<file path="src/hdl/mbsp_pkg.sv">
// Package for the MIDI byte stream parser.
// Holds status byte codes, event codes, running-status and sysex mode types.
// No dependencies.
package mbsp_pkg;

    localparam int DEFAULT_SYSEX_CAPACITY = 256;

    // status bytes with special handling
    localparam logic [7:0] ST_SYSEX_START = 8'hF0;
    localparam logic [7:0] ST_SYSEX_END   = 8'hF7;
    localparam logic [7:0] ST_CLOCK       = 8'hF8;
    localparam logic [7:0] ST_UNDEF_F9    = 8'hF9;
    localparam logic [7:0] ST_START       = 8'hFA;
    localparam logic [7:0] ST_CONTINUE    = 8'hFB;
    localparam logic [7:0] ST_STOP        = 8'hFC;
    localparam logic [7:0] ST_UNDEF_FD    = 8'hFD;
    localparam logic [7:0] ST_ACT_SENSE   = 8'hFE;
    localparam logic [7:0] ST_SYS_RESET   = 8'hFF;

    // high nibble of channel status bytes (bit 7 dropped)
    localparam logic [2:0] HI_NOTE_OFF  = 3'd0;
    localparam logic [2:0] HI_NOTE_ON   = 3'd1;
    localparam logic [2:0] HI_POLY_PRES = 3'd2;
    localparam logic [2:0] HI_CC        = 3'd3;
    localparam logic [2:0] HI_PROGRAM   = 3'd4;
    localparam logic [2:0] HI_CHAN_PRES = 3'd5;
    localparam logic [2:0] HI_BEND      = 3'd6;
    localparam logic [2:0] HI_SYSTEM    = 3'd7;

    typedef enum logic [3:0] {
        EV_NOTE_OFF  = 4'd0,
        EV_NOTE_ON   = 4'd1,
        EV_CC        = 4'd2,
        EV_PROGRAM   = 4'd3,
        EV_AFTERTCH  = 4'd4,
        EV_BEND      = 4'd5,
        EV_CLOCK     = 4'd6,
        EV_START     = 4'd7,
        EV_CONTINUE  = 4'd8,
        EV_STOP      = 4'd9,
        EV_SYSEX_BYT = 4'd10,
        EV_SYSEX_END = 4'd11
    } t_event;

    // running status: event code + 1, zero for none
    typedef enum logic [2:0] {
        KIND_NONE     = 3'd0,
        KIND_NOTE_OFF = 3'd1,
        KIND_NOTE_ON  = 3'd2,
        KIND_CC       = 3'd3,
        KIND_PROGRAM  = 3'd4,
        KIND_AFTERTCH = 3'd5,
        KIND_BEND     = 3'd6
    } t_kind;

    typedef enum logic [1:0] {
        SX_IDLE = 2'd0,
        SX_RECV = 2'd1,
        SX_OVER = 2'd2
    } t_sx_mode;

endpackage

</file>
<file path="src/hdl/midi_byte_stream_parser.sv">
// MIDI byte stream parser, top level: running status decode and sysex streaming.
// Depends on mbsp_pkg (codes and types).
//
//  channel | direction | handshake                     | payload
//  --------+-----------+-------------------------------+---------------------------------
//  rx      | in        | i_rx_valid / o_rx_ready       | i_rx_byte
//  evt     | out       | o_evt_valid / i_evt_ready     | o_event_res, o_channel,
//          |           |                               | o_first_data, o_second_data,
//          |           |                               | o_sysex_position, o_sysex_length,
//          |           |                               | o_sysex_overflow
//
// One byte per cycle unless a result stalls. A byte is decoded in the cycle it is accepted
// and its event, if any, sits in the result register from the next cycle on; the decode is
// one level of status compare plus the sysex count compare and increment.
// Synchronous active-low reset clears running status, sysex mode, count and result valid.
// A stalled result only blocks intake when a new byte arrives; the result register is
// refilled in the same cycle the old one is taken.
module midi_byte_stream_parser
    import mbsp_pkg::*;
#(
    parameter int SYSEX_CAPACITY = DEFAULT_SYSEX_CAPACITY
) (
    input  logic       i_clk,
    input  logic       i_rst_n,
    input  logic       i_rx_valid,
    output logic       o_rx_ready,
    input  logic [7:0] i_rx_byte,
    output logic       o_evt_valid,
    input  logic       i_evt_ready,
    output logic [3:0] o_event_res,
    output logic [4:0] o_channel,
    output logic [6:0] o_first_data,
    output logic [6:0] o_second_data,
    output logic [7:0] o_sysex_position,
    output logic [8:0] o_sysex_length,
    output logic       o_sysex_overflow
);

    // count must hold the capacity itself
    localparam int CW = $clog2(SYSEX_CAPACITY + 1);

    // running status and sysex state
    t_kind          r_kind,     n_kind;
    logic [4:0]     r_chan,     n_chan;
    logic [6:0]     r_held,     n_held;
    logic           r_await,    n_await;
    t_sx_mode       r_sx_mode,  n_sx_mode;
    logic [CW-1:0]  r_sx_count, n_sx_count;

    // result register
    logic           r_out_valid;
    t_event         r_ev,  n_ev;
    logic [4:0]     r_och, n_och;
    logic [6:0]     r_d1,  n_d1;
    logic [6:0]     r_d2,  n_d2;
    logic [7:0]     r_pos, n_pos;
    logic [8:0]     r_len, n_len;
    logic           r_ovf, n_ovf;
    logic           n_emit;

    logic           rx_fire;
    logic [15:0]    count_ext;

    // take a byte whenever the result slot is empty or being drained
    assign o_rx_ready = !r_out_valid || i_evt_ready;
    assign rx_fire    = i_rx_valid && o_rx_ready;
    assign count_ext  = 16'(r_sx_count);

    always_comb begin
        n_kind     = r_kind;
        n_chan     = r_chan;
        n_held     = r_held;
        n_await    = r_await;
        n_sx_mode  = r_sx_mode;
        n_sx_count = r_sx_count;
        n_emit     = 1'b0;
        n_ev       = EV_NOTE_OFF;
        n_och      = '0;
        n_d1       = '0;
        n_d2       = '0;
        n_pos      = '0;
        n_len      = '0;
        n_ovf      = 1'b0;

        if (i_rx_byte[7]) begin
            unique case (i_rx_byte) inside
                ST_CLOCK: begin
                    n_emit = 1'b1;
                    n_ev   = EV_CLOCK;
                end
                ST_START: begin
                    n_emit = 1'b1;
                    n_ev   = EV_START;
                end
                ST_CONTINUE: begin
                    n_emit = 1'b1;
                    n_ev   = EV_CONTINUE;
                end
                ST_STOP: begin
                    n_emit = 1'b1;
                    n_ev   = EV_STOP;
                end
                // undefined and other real-time: sysex untouched
                ST_UNDEF_F9, ST_UNDEF_FD, ST_ACT_SENSE, ST_SYS_RESET: begin
                    n_kind = KIND_NONE;
                end
                ST_SYSEX_START: begin
                    n_kind     = KIND_NONE;
                    n_sx_mode  = SX_RECV;
                    n_sx_count = '0;
                end
                ST_SYSEX_END: begin
                    n_kind = KIND_NONE;
                    if (r_sx_mode != SX_IDLE) begin
                        n_emit     = 1'b1;
                        n_ev       = EV_SYSEX_END;
                        n_len      = count_ext[8:0];
                        n_ovf      = (r_sx_mode == SX_OVER);
                        n_sx_mode  = SX_IDLE;
                        n_sx_count = '0;
                    end
                end
                default: begin
                    // channel status or system common: silently ends any sysex
                    n_sx_mode  = SX_IDLE;
                    n_sx_count = '0;
                    if (i_rx_byte[6:4] == HI_SYSTEM) begin
                        n_kind = KIND_NONE;
                    end else begin
                        n_chan  = {1'b0, i_rx_byte[3:0]} + 5'd1;
                        n_await = 1'b1;
                        unique case (i_rx_byte[6:4])
                            HI_NOTE_OFF:  n_kind = KIND_NOTE_OFF;
                            HI_NOTE_ON:   n_kind = KIND_NOTE_ON;
                            HI_POLY_PRES: n_kind = KIND_NONE;
                            HI_CC:        n_kind = KIND_CC;
                            HI_PROGRAM:   n_kind = KIND_PROGRAM;
                            HI_CHAN_PRES: n_kind = KIND_AFTERTCH;
                            HI_BEND:      n_kind = KIND_BEND;
                            default:      n_kind = KIND_NONE;
                        endcase
                    end
                end
            endcase
        end else begin
            unique case (r_sx_mode)
                SX_RECV: begin
                    if (r_sx_count < CW'(SYSEX_CAPACITY)) begin
                        n_emit     = 1'b1;
                        n_ev       = EV_SYSEX_BYT;
                        n_d1       = i_rx_byte[6:0];
                        n_pos      = count_ext[7:0];
                        n_sx_count = r_sx_count + CW'(1);
                    end else begin
                        n_sx_mode = SX_OVER;
                    end
                end
                SX_OVER: begin
                    // dropped until sysex end
                end
                default: begin
                    unique case (r_kind)
                        KIND_PROGRAM, KIND_AFTERTCH: begin
                            n_emit = 1'b1;
                            n_ev   = t_event'({1'b0, r_kind - 3'd1});
                            n_och  = r_chan;
                            n_d1   = i_rx_byte[6:0];
                        end
                        KIND_NOTE_OFF, KIND_NOTE_ON, KIND_CC, KIND_BEND: begin
                            if (r_await) begin
                                n_held  = i_rx_byte[6:0];
                                n_await = 1'b0;
                            end else begin
                                n_await = 1'b1;
                                n_emit  = 1'b1;
                                n_ev    = t_event'({1'b0, r_kind - 3'd1});
                                n_och   = r_chan;
                                n_d1    = r_held;
                                n_d2    = i_rx_byte[6:0];
                            end
                        end
                        default: begin
                            // no running status: data ignored
                        end
                    endcase
                end
            endcase
        end
    end

    always_ff @(posedge i_clk) begin
        if (!i_rst_n) begin
            r_kind      <= KIND_NONE;
            r_chan      <= '0;
            r_held      <= '0;
            r_await     <= 1'b1;
            r_sx_mode   <= SX_IDLE;
            r_sx_count  <= '0;
            r_out_valid <= 1'b0;
        end else begin
            if (rx_fire) begin
                r_kind      <= n_kind;
                r_chan      <= n_chan;
                r_held      <= n_held;
                r_await     <= n_await;
                r_sx_mode   <= n_sx_mode;
                r_sx_count  <= n_sx_count;
                r_out_valid <= n_emit;
            end else if (i_evt_ready) begin
                r_out_valid <= 1'b0;
            end
        end
    end

    // payload: loaded only when a new event is produced
    always_ff @(posedge i_clk) begin
        if (rx_fire && n_emit) begin
            r_ev  <= n_ev;
            r_och <= n_och;
            r_d1  <= n_d1;
            r_d2  <= n_d2;
            r_pos <= n_pos;
            r_len <= n_len;
            r_ovf <= n_ovf;
        end
    end

    assign o_evt_valid      = r_out_valid;
    assign o_event_res      = r_ev;
    assign o_channel        = r_och;
    assign o_first_data     = r_d1;
    assign o_second_data    = r_d2;
    assign o_sysex_position = r_pos;
    assign o_sysex_length   = r_len;
    assign o_sysex_overflow = r_ovf;

endmodule
</file>
<file path="config.mk">
export PLATFORM = sky130hd
export DESIGN_NAME = midi_byte_stream_parser
export DESIGN_NICKNAME = d
export VERILOG_FILES = /design/src/hdl/mbsp_pkg.sv /design/src/hdl/midi_byte_stream_parser.sv
export SDC_FILE = /design/constraint.sdc
export NUM_CORES = 1
export LEC_CHECK = 0
export BUFFER_PORTS_ARGS = -buffer_cell sky130_fd_sc_hd__buf_2
export CAP_MARGIN = 20
export CORE_AREA = 2 2 106 108
export CTS_CLUSTER_DIAMETER = 150
export DETAILED_ROUTE_END_ITERATION = 8
export DIE_AREA = 0 0 108 110
export GPL_TIMING_DRIVEN = 0
export HOLD_SLACK_MARGIN = 0.15
export RECOVER_POWER = 100
export REMOVE_ABC_BUFFERS = 1
export SLEW_MARGIN = 20
export SYNTH_ARGS = -nofsm -noshare
export SYNTH_HDL_FRONTEND = slang
export SYNTH_SLANG_ARGS = --single-unit
</file>
<file path="constraint.sdc">
create_clock -name i_clk -period 4.7 [get_ports i_clk]
set_input_delay 0.94 -clock i_clk [delete_from_list [all_inputs] [get_ports i_clk]]
set_output_delay 0.94 -clock i_clk [all_outputs]
set_load 0.01 [all_outputs]
</file>
==> results.yml, run 1 <==
timing:
  fin_worst_skew_ns: 0.007712
  fmax_mhz: 282.5
  hold_slack_ns: 0.4793
  maxSlewHeadroom_pct: 1.118
  hold_violations: 0
  period_needed_ns: 3.539
  grt_setup_unrepaired: "false"
  slew_viol_final: 0
  fin_ws_ns: 1.161
  worst_pin_slew_ns: 1.470
  setup_viol: 0
  fin_crit_sh_pct: 75.31
logic_synthesis:
  avgSynthCellArea_um2: 10.92
  ys_seq_elements: 69
  yosysSeqAreaShare_pct: 56.38
  synthDistinctLibCells: 43
  syn-cell-area_um2: 3178
  ys_async_sr_fraction_pct: 0
  synth_ff_type: "edfxtp_1"
  synthCells: 291
  synth_edf_count: 41
  yosys_warnings: 0
  yosysTopAreaCell: "edfxtp_1"
  synth_area_leaders: "edfxtp_1, dfxtp_1, and2_1"
  synth_top_area_share_pct: 38.74
pwr:
  sw_frac_of_total_pct: 22.47
  ir_worst_vdd_v: 0.0001143
  power.leakage_nw: 1.353
  combPwrFrac_pct: 5.9
  switching_power_uw: 284.2
  p_int_uw: 980.7
  p_per_area_nw_per_um2: 336.6
  clock_power_share_pct: 42.8
  p_seq_share_pct: 51.3
critical_path:
  r2r_setup_slack_ns: 1.16
  path_class: "register to register"
  crit_chain: "inv_1, ha_1, nor4_1, nor2_1, o22a_1, nor2_4, buf_16"
  cp_num_buf_inv: 2
  worstRegToRegCells: 7
  cp_max_fo: 23
  cp.arrival_ns: 3.60
  endpoint_kind: "register"
  r2r-start: "r_sx_mode[0]"
  crit_family: "simple AND/OR/NAND/NOR gates"
  critical_path.slowest_cell: "nor4_1"
  cp-start-kind: "register"
  worstPathRequired_ns: 4.76
  cpPeakStageDelay_ns: 1.22
  r2r-end: "o_sysex_position[4]"
routing:
  wl_met2_um: 3109
  routed_via_density: 4.783
  wl_per_cell_um: 14.13
  dr.pass1.iters: 4
  wl_um: 6897
  drt-met1-wl_um: 3194
  drt_iter0_drc: 162
  antenna_left: 0
  drc: 0
  vias: 2334
  wl_met3_um: 418
  top_layer: "met4"
placed_design:
  globalplace.congestion: 0.7986
  port-buffer-count: 54
  pre_cts_slack_ns: 1.459
  placed_cell_area_um2: 3612
  hpwl_um: 4749
  place_inst: 472
floorplan:
  core_um2: 10700
  die_width_um: 108
  io_pins: 55
  rows: 38
  start_util_pct: 29.71
  die_h_um: 110
  dieArea_um2: 11880
cts:
  clk_path_buf_depth: 2
  cts_tree: "done"
  htree_levels: 3
  cts_num_sinks: 69
  numCtsBuffers: 9
  cts-root-buf: "clkbuf_8"
  clk-insertion-delay-late_ns: 0.36
  cts_setup_buffers: 0
  clk_pin_slew_ns: 0.07
  ctsResizeCount: 0
  cts_hold_buffers: 0
hold_path:
  hold_class: "register to register"
  min_to: "r_kind[1]"
  whs_path_depth: 2
  hp-start: "r_kind[1]"
final_layout:
  fin_area_um2: 3757
  fillers: 1096
  num_antenna_cells: 0
  final_util_pct: 35.12
  layout.nets: 366
  multi_input_area_um2: 1286
  area_delta_synth_final_pct: 18.23
  seqCellArea_um2: 1792
  final_cells: 488
  drive_above_1_share_pct: 9.195
global_route:
  grt_usage_pct: 12.14
  antenna_found_initial: 0
  grt_pass1_wl_um: 10900
  grt_pass1_vias: 2220
  grt_max_degree: 24
  grt.overflow.total: 0
job:
  drv_cap: 1
status:
  status: "finished, violations left"
  violations: "capacitance limit"
-- final cells by class --
type / instances / share of cell area, %
Clock inverter: 6 / 2.298
Clock buffer: 10 / 3.663
Multi-Input combinational cell: 198 / 34.23
Timing Repair Buffer: 56 / 6.560
Tap cell: 140 / 4.662
Inverter: 9 / 0.8991
Sequential cell: 69 / 47.69
-- worst reg2reg max path, cell delays in order, from the launching register on --
cell,delay [ns]
dfxtp_1,0.36
inv_1,0.07
ha_1,0.37
nor4_1,1.22
nor2_1,0.15
o22a_1,0.29
nor2_4,0.51
buf_16,0.25
-- cell usage in the layout (no fill, tap or decap), drive strengths merged, types with 9 or more instances in the layout --
cell and count:
a21oi 10, edfxtp 41, nor2 36, ha 11, inv 9, clkbuf 55, buf 11, and3 10
nand3 10, nand2 14, dfxtp 28, and2 24, mux2i 11, o21ai 10
-- through the flow --
step | power (mW) | setup TNS (ns)
3_5_place_dp | 0.7396 | 0
2_1_floorplan | 0.7047 | 0
5_1_grt | 1.305 | 0
4_1_cts | 1.279 | 0
3_3_place_gp | 0.7362 | -23.68
6_report | 1.265 | 0
-- cell families (layout without fill, tap and decap cells) --
logic type | after synthesis | in the layout | synth area share [%]
AOI/OAI and AO/OA | 44 | 44 | 9.961
xor gates and xnor gates | 9 | 9 | 2.480
adders and majority gates | 11 | 11 | 4.331
buffers and inverters | 24 | 81 | 3.110
DFF | 69 | 69 | 56.38
muxes | 11 | 11 | 3.465
and+or+nand+nor | 123 | 123 | 20.28
-- flip-flops by register name, summed over array words and instances (netlist names) --
register and count:
o_channel 5, o_event_res 4, o_evt_valid 1, o_first_data 7
o_second_data 7, o_sysex_length 9, o_sysex_overflow 1, o_sysex_position 8
r_await 1, r_chan 5, r_held 7, r_kind 3
r_sx_count 9, r_sx_mode 2
-- Yosys cell counts, types with 5 or more instances --
library cell / number
edfxtp_1: 41
nor2_1: 36
dfxtp_1: 28
and2_1: 24
nand2_1: 14
clkbuf_1: 12
ha_1: 11
mux2i_1: 11
and3_1: 10
nand3_1: 10
o21ai_0: 10
inv_1: 9
a21oi_1: 8
a22oi_1: 7
xnor2_1: 7
nand4_1: 6
nor3_1: 5
nor4_1: 5
-- how the worst max path moves through the flow --
stage	start	endpoint	slack [ns]	depth (start not counted)
global placement	r_sx_mode[0]	o_sysex_position[6]	-0.58	6
global route	r_sx_mode[0]	o_sysex_length[3]	0.91	7
detailed placement	i_rx_byte[1]	o_sysex_length[4]	1.46	8
finish	r_sx_mode[0]	o_sysex_position[4]	1.16	7
floorplan	r_sx_mode[0]	o_channel[0]	0.74	6
CTS	r_sx_mode[0]	o_sysex_length[4]	1.59	7
-- power by group through the flow --
stage	Sequential [mW]	Clock (mW)	Combinational, mW
2_1_floorplan	0.663	0	0.0413
3_3_place_gp	0.663	0	0.0734
3_5_place_dp	0.663	0	0.0770
4_1_cts	0.649	0.553	0.0774
5_1_grt	0.650	0.572	0.0836
6_report	0.649	0.541	0.0752
-- per-layer routing --
| metal | global-route usage (%) | vias up |
|---|---|---|
| li1 | - | 1155 |
| met1 | 15.82 | 1099 |
| met2 | 18.06 | 66 |
| met3 | 3.469 | 14 |
| met4 | 6.960 | 0 |
| met5 | 0 | - |
Note: power is estimated with default switching activity, not from simulation.
==> run 2, diff against run 1 <==
Clock period 4.7 ns to 2.9 ns, I/O delays scaled along.
==> results.yml, run 2 (synthesis results as in run 1) <==
pwr:
  power.total_mw: 2.048
  ir_worst_vdd_v: 0.0001849
  p_per_area_nw_per_um2: 536.8
  power.leakage_nw: 1.374
status:
  status: "completed"
floorplan:
  rows: 38
  core_um2: 10700
  dieArea_um2: 11880
  io_pins: 55
  die_h_um: 110
  die_width_um: 108
  start_util_pct: 29.71
final_layout:
  final_util_pct: 35.66
  fillers: 1091
  fin_area_um2: 3815
  area_delta_synth_final_pct: 20.04
  layout.nets: 368
  num_antenna_cells: 0
  layout_commonest_cell: "clkbuf_1"
  final_cells: 490
  drive_above_1_share_pct: 10.57
  final_cell_mix: "clkbuf_1, edfxtp_1, nor2_1"
timing:
  grt_setup_unrepaired: "false"
  setup_viol: 0
  period_needed_ns: 2.567
  slew_viol_final: 0
  maxSlewHeadroom_pct: 10.98
  hold_violations: 0
  fin_tns_setup_ns: 0
  fin_worst_skew_ns: 0.004519
  fmax_mhz: 389.6
  worst_pin_slew_ns: 1.302
  fin_crit_sh_pct: 88.50
placed_design:
  placed_cell_area_um2: 3612
  port-buffer-count: 54
  hpwl_um: 4749
  place_inst: 472
  globalplace.congestion: 0.7986
cts:
  clk_path_buf_depth: 2
  cts_num_sinks: 69
  cts_tree: "done"
  clk_pin_slew_ns: 0.07
  numCtsBuffers: 9
  htree_levels: 3
  cts_hold_buffers: 0
  cts-root-buf: "clkbuf_8"
  clk-insertion-delay-late_ns: 0.35
routing:
  dr.pass1.iters: 4
  drt_iter0_drc: 211
  vias: 2330
  drc: 0
  antenna_left: 0
  wl_per_cell_um: 14.18
  wl_um: 6949
  routed_via_density: 4.755
global_route:
  grt_usage_pct: 12.21
  grt_pass1_wl_um: 10960
  grt_pass1_vias: 2233
  grt.overflow.total: 0
  antenna_found_initial: 0
  grt_max_degree: 24
critical_path:
  path_class: "input pin to register"
  r2r_setup_slack_ns: 0.34
  cp-start-kind: "input pin"
  crit_start: "i_rx_byte[7]"
  cp_max_fo: 22
  worstRegToRegCells: 7
  r2r-start: "r_sx_mode[0]"
  endpoint_kind: "register"
  worstPathRequired_ns: 3.18
  cp.arrival_ns: 2.85
  crit_path_end: "r_sx_count[1]"
  r2r-end: "o_sysex_length[6]"
job:
  drv_cap: 0
hold_path:
  hold_class: "register to register"
==> run 2: final cells by class <==
type	count	area [um^2]	share of cell area [%]
Clock buffer	10	137.6	3.608
Clock inverter	6	86.33	2.263
Inverter	9	33.78	0.8855
Multi-Input combinational cell	198	1320	34.60
Sequential cell	69	1792	46.97
Tap cell	140	175.2	4.592
Timing Repair Buffer	58	270.3	7.084
==> run 2: worst min path at each step <==
| stage | start | to | slack [ns] | depth (start not counted) |
|---|---|---|---|---|
| after global routing | i_rst_n | r_await | 0.51 | 2 |
| after floorplan | r_kind[1] | r_kind[1] | 0.44 | 2 |
| final | r_kind[1] | r_kind[1] | 0.48 | 2 |
| after global placement | r_chan[4] | r_chan[4] | 0.46 | 2 |
| after CTS | r_kind[1] | r_kind[1] | 0.48 | 2 |
| after detailed placement | r_kind[1] | r_kind[1] | 0.47 | 2 |
==> run 2: worst max-delay path, cell delays in order <==
cell	delay (ns)
clkbuf_1	0.70
nand4_1	0.44
a21oi_2	0.42
or2_0	0.31
and2b_1	0.23
o21ai_0	0.15
==> run 2: layer usage <==
| layer | part of all wire [%] | track usage [%] |
|---|---|---|
| met1 | 46 | 15.71 |
| met2 | 47 | 18.37 |
| met3 | 5.4 | 3.527 |
| met4 | 2.3 | 7.051 |
| met5 | 0 | 0 |
==> run 2: what timing repair did <==
action,4_1_cts,5_1_grt
gates resized for setup,2,0
pin swaps,0,1
setup buffers,0,2
setup endpoints to repair,41,23
==> run 2: per-stage QoR <==
step | worst slack (ns) | hold WS (ns)
floorplan | -1.062 | 0.4429
global placement | -2.380 | 0.4566
detailed placement | -0.1730 | 0.4674
CTS | 0.01638 | 0.4776
global route | 0.1294 | 0.5104
finish | 0.3334 | 0.4763
==> run 2: power breakdown <==
group	switching, mW	internal [mW]	leakage [nW]
combinational	0.0836	0.0420	0.631
clock	0.365	0.505	0.112
sequential	0.00829	1.04	0.631
==> run 3, diff against run 2 <==
Settings changed: CTS_BUF_LIST from default to sky130_fd_sc_hd__clkbuf_2.
==> results.yml, run 3 (synthesis results as in run 1) <==
status:
  status: "completed"
pwr:
  clock_power_share_pct: 34.8
  power.leakage_nw: 1.336
  sw_frac_of_total_pct: 24.24
  p_seq_share_pct: 58.3
  ir_worst_vdd_v: 0.0001752
  p_per_area_nw_per_um2: 485.8
  p_int_mw: 1.367
  combPwrFrac_pct: 6.9
  switching_power_uw: 437.2
  power.total_mw: 1.804
global_route:
  grt_pass1_vias: 2193
  grt_usage_pct: 12.18
  met2_usage_pct: 18.60
  use_met1_pct: 15.86
  grt_pass1_wl_um: 10970
  antenna_found_initial: 0
  busiest_layer: "met2"
  grt_max_degree: 24
  met3_usage_pct: 2.881
  grt.overflow.total: 0
critical_path:
  crit_chain: "clkbuf_1, nand4_1, nor4_1, clkbuf_1, and2_1"
  crit_family: "simple AND/OR/NAND/NOR gates"
  cp-start-kind: "input pin"
  cpPeakStageDelay_ns: 0.72
  cp_max_fo: 22
  cp.arrival_ns: 2.97
  cp_num_buf_inv: 2
  r2r-end: "r_sx_count[8]"
  path_class: "input pin to register"
  r2r_setup_slack_ns: 0.36
  worstPathRequired_ns: 3.28
  crit_top_cell: "clkbuf_1"
  r2r-start: "r_sx_mode[1]"
  crit_cells: 5
  worstRegToRegCells: 6
  critical_path.slowest_cell: "clkbuf_1"
  endpoint_kind: "register"
timing:
  setup_viol: 0
  fmax_mhz: 387.2
  fin_worst_skew_ns: 0.01490
  grt_setup_unrepaired: "false"
  period_needed_ns: 2.583
  fin_crit_sh_pct: 89.06
  hold_slack_ns: 0.3449
  slew_viol_final: 0
  maxSlewHeadroom_pct: 9.728
  hold_violations: 0
  worst_pin_slew_ns: 1.320
routing:
  wl_per_cell_um: 14.07
  antenna_left: 0
  dr.pass1.iters: 4
  wl_um: 6894
  routed_via_density: 4.735
  drt_iter0_drc: 140
  vias: 2320
  drc: 0
floorplan:
  dieArea_um2: 11880
  die_width_um: 108
  die_h_um: 110
  start_util_pct: 29.71
  rows: 38
  core_um2: 10700
  io_pins: 55
hold_path:
  min_to: "r_chan[0]"
  whs_path_depth: 2
  hp-start: "i_rx_byte[0]"
  hold_class: "input pin to register"
placed_design:
  hpwl_um: 4749
  globalplace.congestion: 0.7986
  placed_cell_area_um2: 3612
  port-buffer-count: 54
final_layout:
  fillers: 1100
  final_cell_mix: "clkbuf_1, edfxtp_1, nor2_1"
  final_util_pct: 34.71
  fin_area_um2: 3714
  layout.nets: 368
  area_delta_synth_final_pct: 16.85
  drive_above_1_share_pct: 9.714
  num_antenna_cells: 0
  layout_commonest_cell: "clkbuf_1"
cts:
  clk_path_buf_depth: 2
  cts-root-buf: "clkbuf_2"
  cts_num_sinks: 69
  cts_tree: "done"
  clk-insertion-delay-late_ns: 0.51
  clk_pin_slew_ns: 0.19
  numCtsBuffers: 9
  htree_levels: 3
  cts_hold_buffers: 0
job:
  drv_cap: 0
==> run 3: cell count changes in the layout (fill, tap and decap cells not counted), sizes merged <==
cell,change
clkbuf,-1
clkinv,+1
==> run 3: worst reg2reg max path, stage by stage, from the launching register on <==
cell and delay [ns]:
dfxtp_1 0.37, inv_1 0.08, ha_1 0.43, o211ai_1 0.37, or2_0 0.40, or4_2 0.70, a21oi_2 0.14
==> run 3: layer usage <==
layer | up-vias | wire, um
li1 | 1163 | -
met1 | 1087 | 3185
met2 | 56 | 3177
met3 | 14 | 381
met4 | 0 | 149
met5 | - | 0
==> run 3: worst max-delay path by stage <==
stage                  from                   to  slack, ns
6_report       i_rx_byte[7]    o_sysex_length[4]       0.32
5_1_grt        r_sx_mode[1]        r_sx_count[8]       0.17
4_1_cts        r_sx_mode[0]  o_sysex_position[2]      0.009
3_5_place_dp   r_sx_mode[0]    o_sysex_length[4]      -0.17
3_3_place_gp   r_sx_mode[0]  o_sysex_position[6]      -2.38
2_1_floorplan  r_sx_mode[0]         o_channel[0]      -1.06
==> run 3: area by class of cell <==
cell class	instances	area [um^2]	share of cell area, %
clock buffer	9	45.04	1.213
clock inverter	7	90.09	2.426
inverter	9	33.78	0.9097
multi-input combinational	198	1308	35.21
sequential	69	1792	48.25
tap	140	175.2	4.717
timing repair buffer	58	270.3	7.278
==> run 3: what timing repair did <==
action	CTS	global route
hold endpoints to repair	0	0
pin swaps	0	1
buffers inserted	0	2
endpoints found under the setup margin	27	23
gates resized for setup	2	0
==> run 3: power by group through the flow <==
stage	clock (mW)	combinational [mW]	sequential (mW)
2_1_floorplan	0	0.0669	1.07
3_3_place_gp	0	0.119	1.07
3_5_place_dp	0	0.124	1.07
4_1_cts	0.646	0.126	1.05
5_1_grt	0.678	0.138	1.05
6_report	0.627	0.124	1.05
==> run 3: through the flow <==
stage                     worst slack [ns]  std cells  setup TNS (ns)
final                               0.3174        490               0
after global routing                0.1728        490               0
after CTS                         0.009329        488               0
after detailed placement           -0.1730        472          -3.937
after global placement              -2.380        470         -100.81
after floorplan                     -1.062        276          -43.56
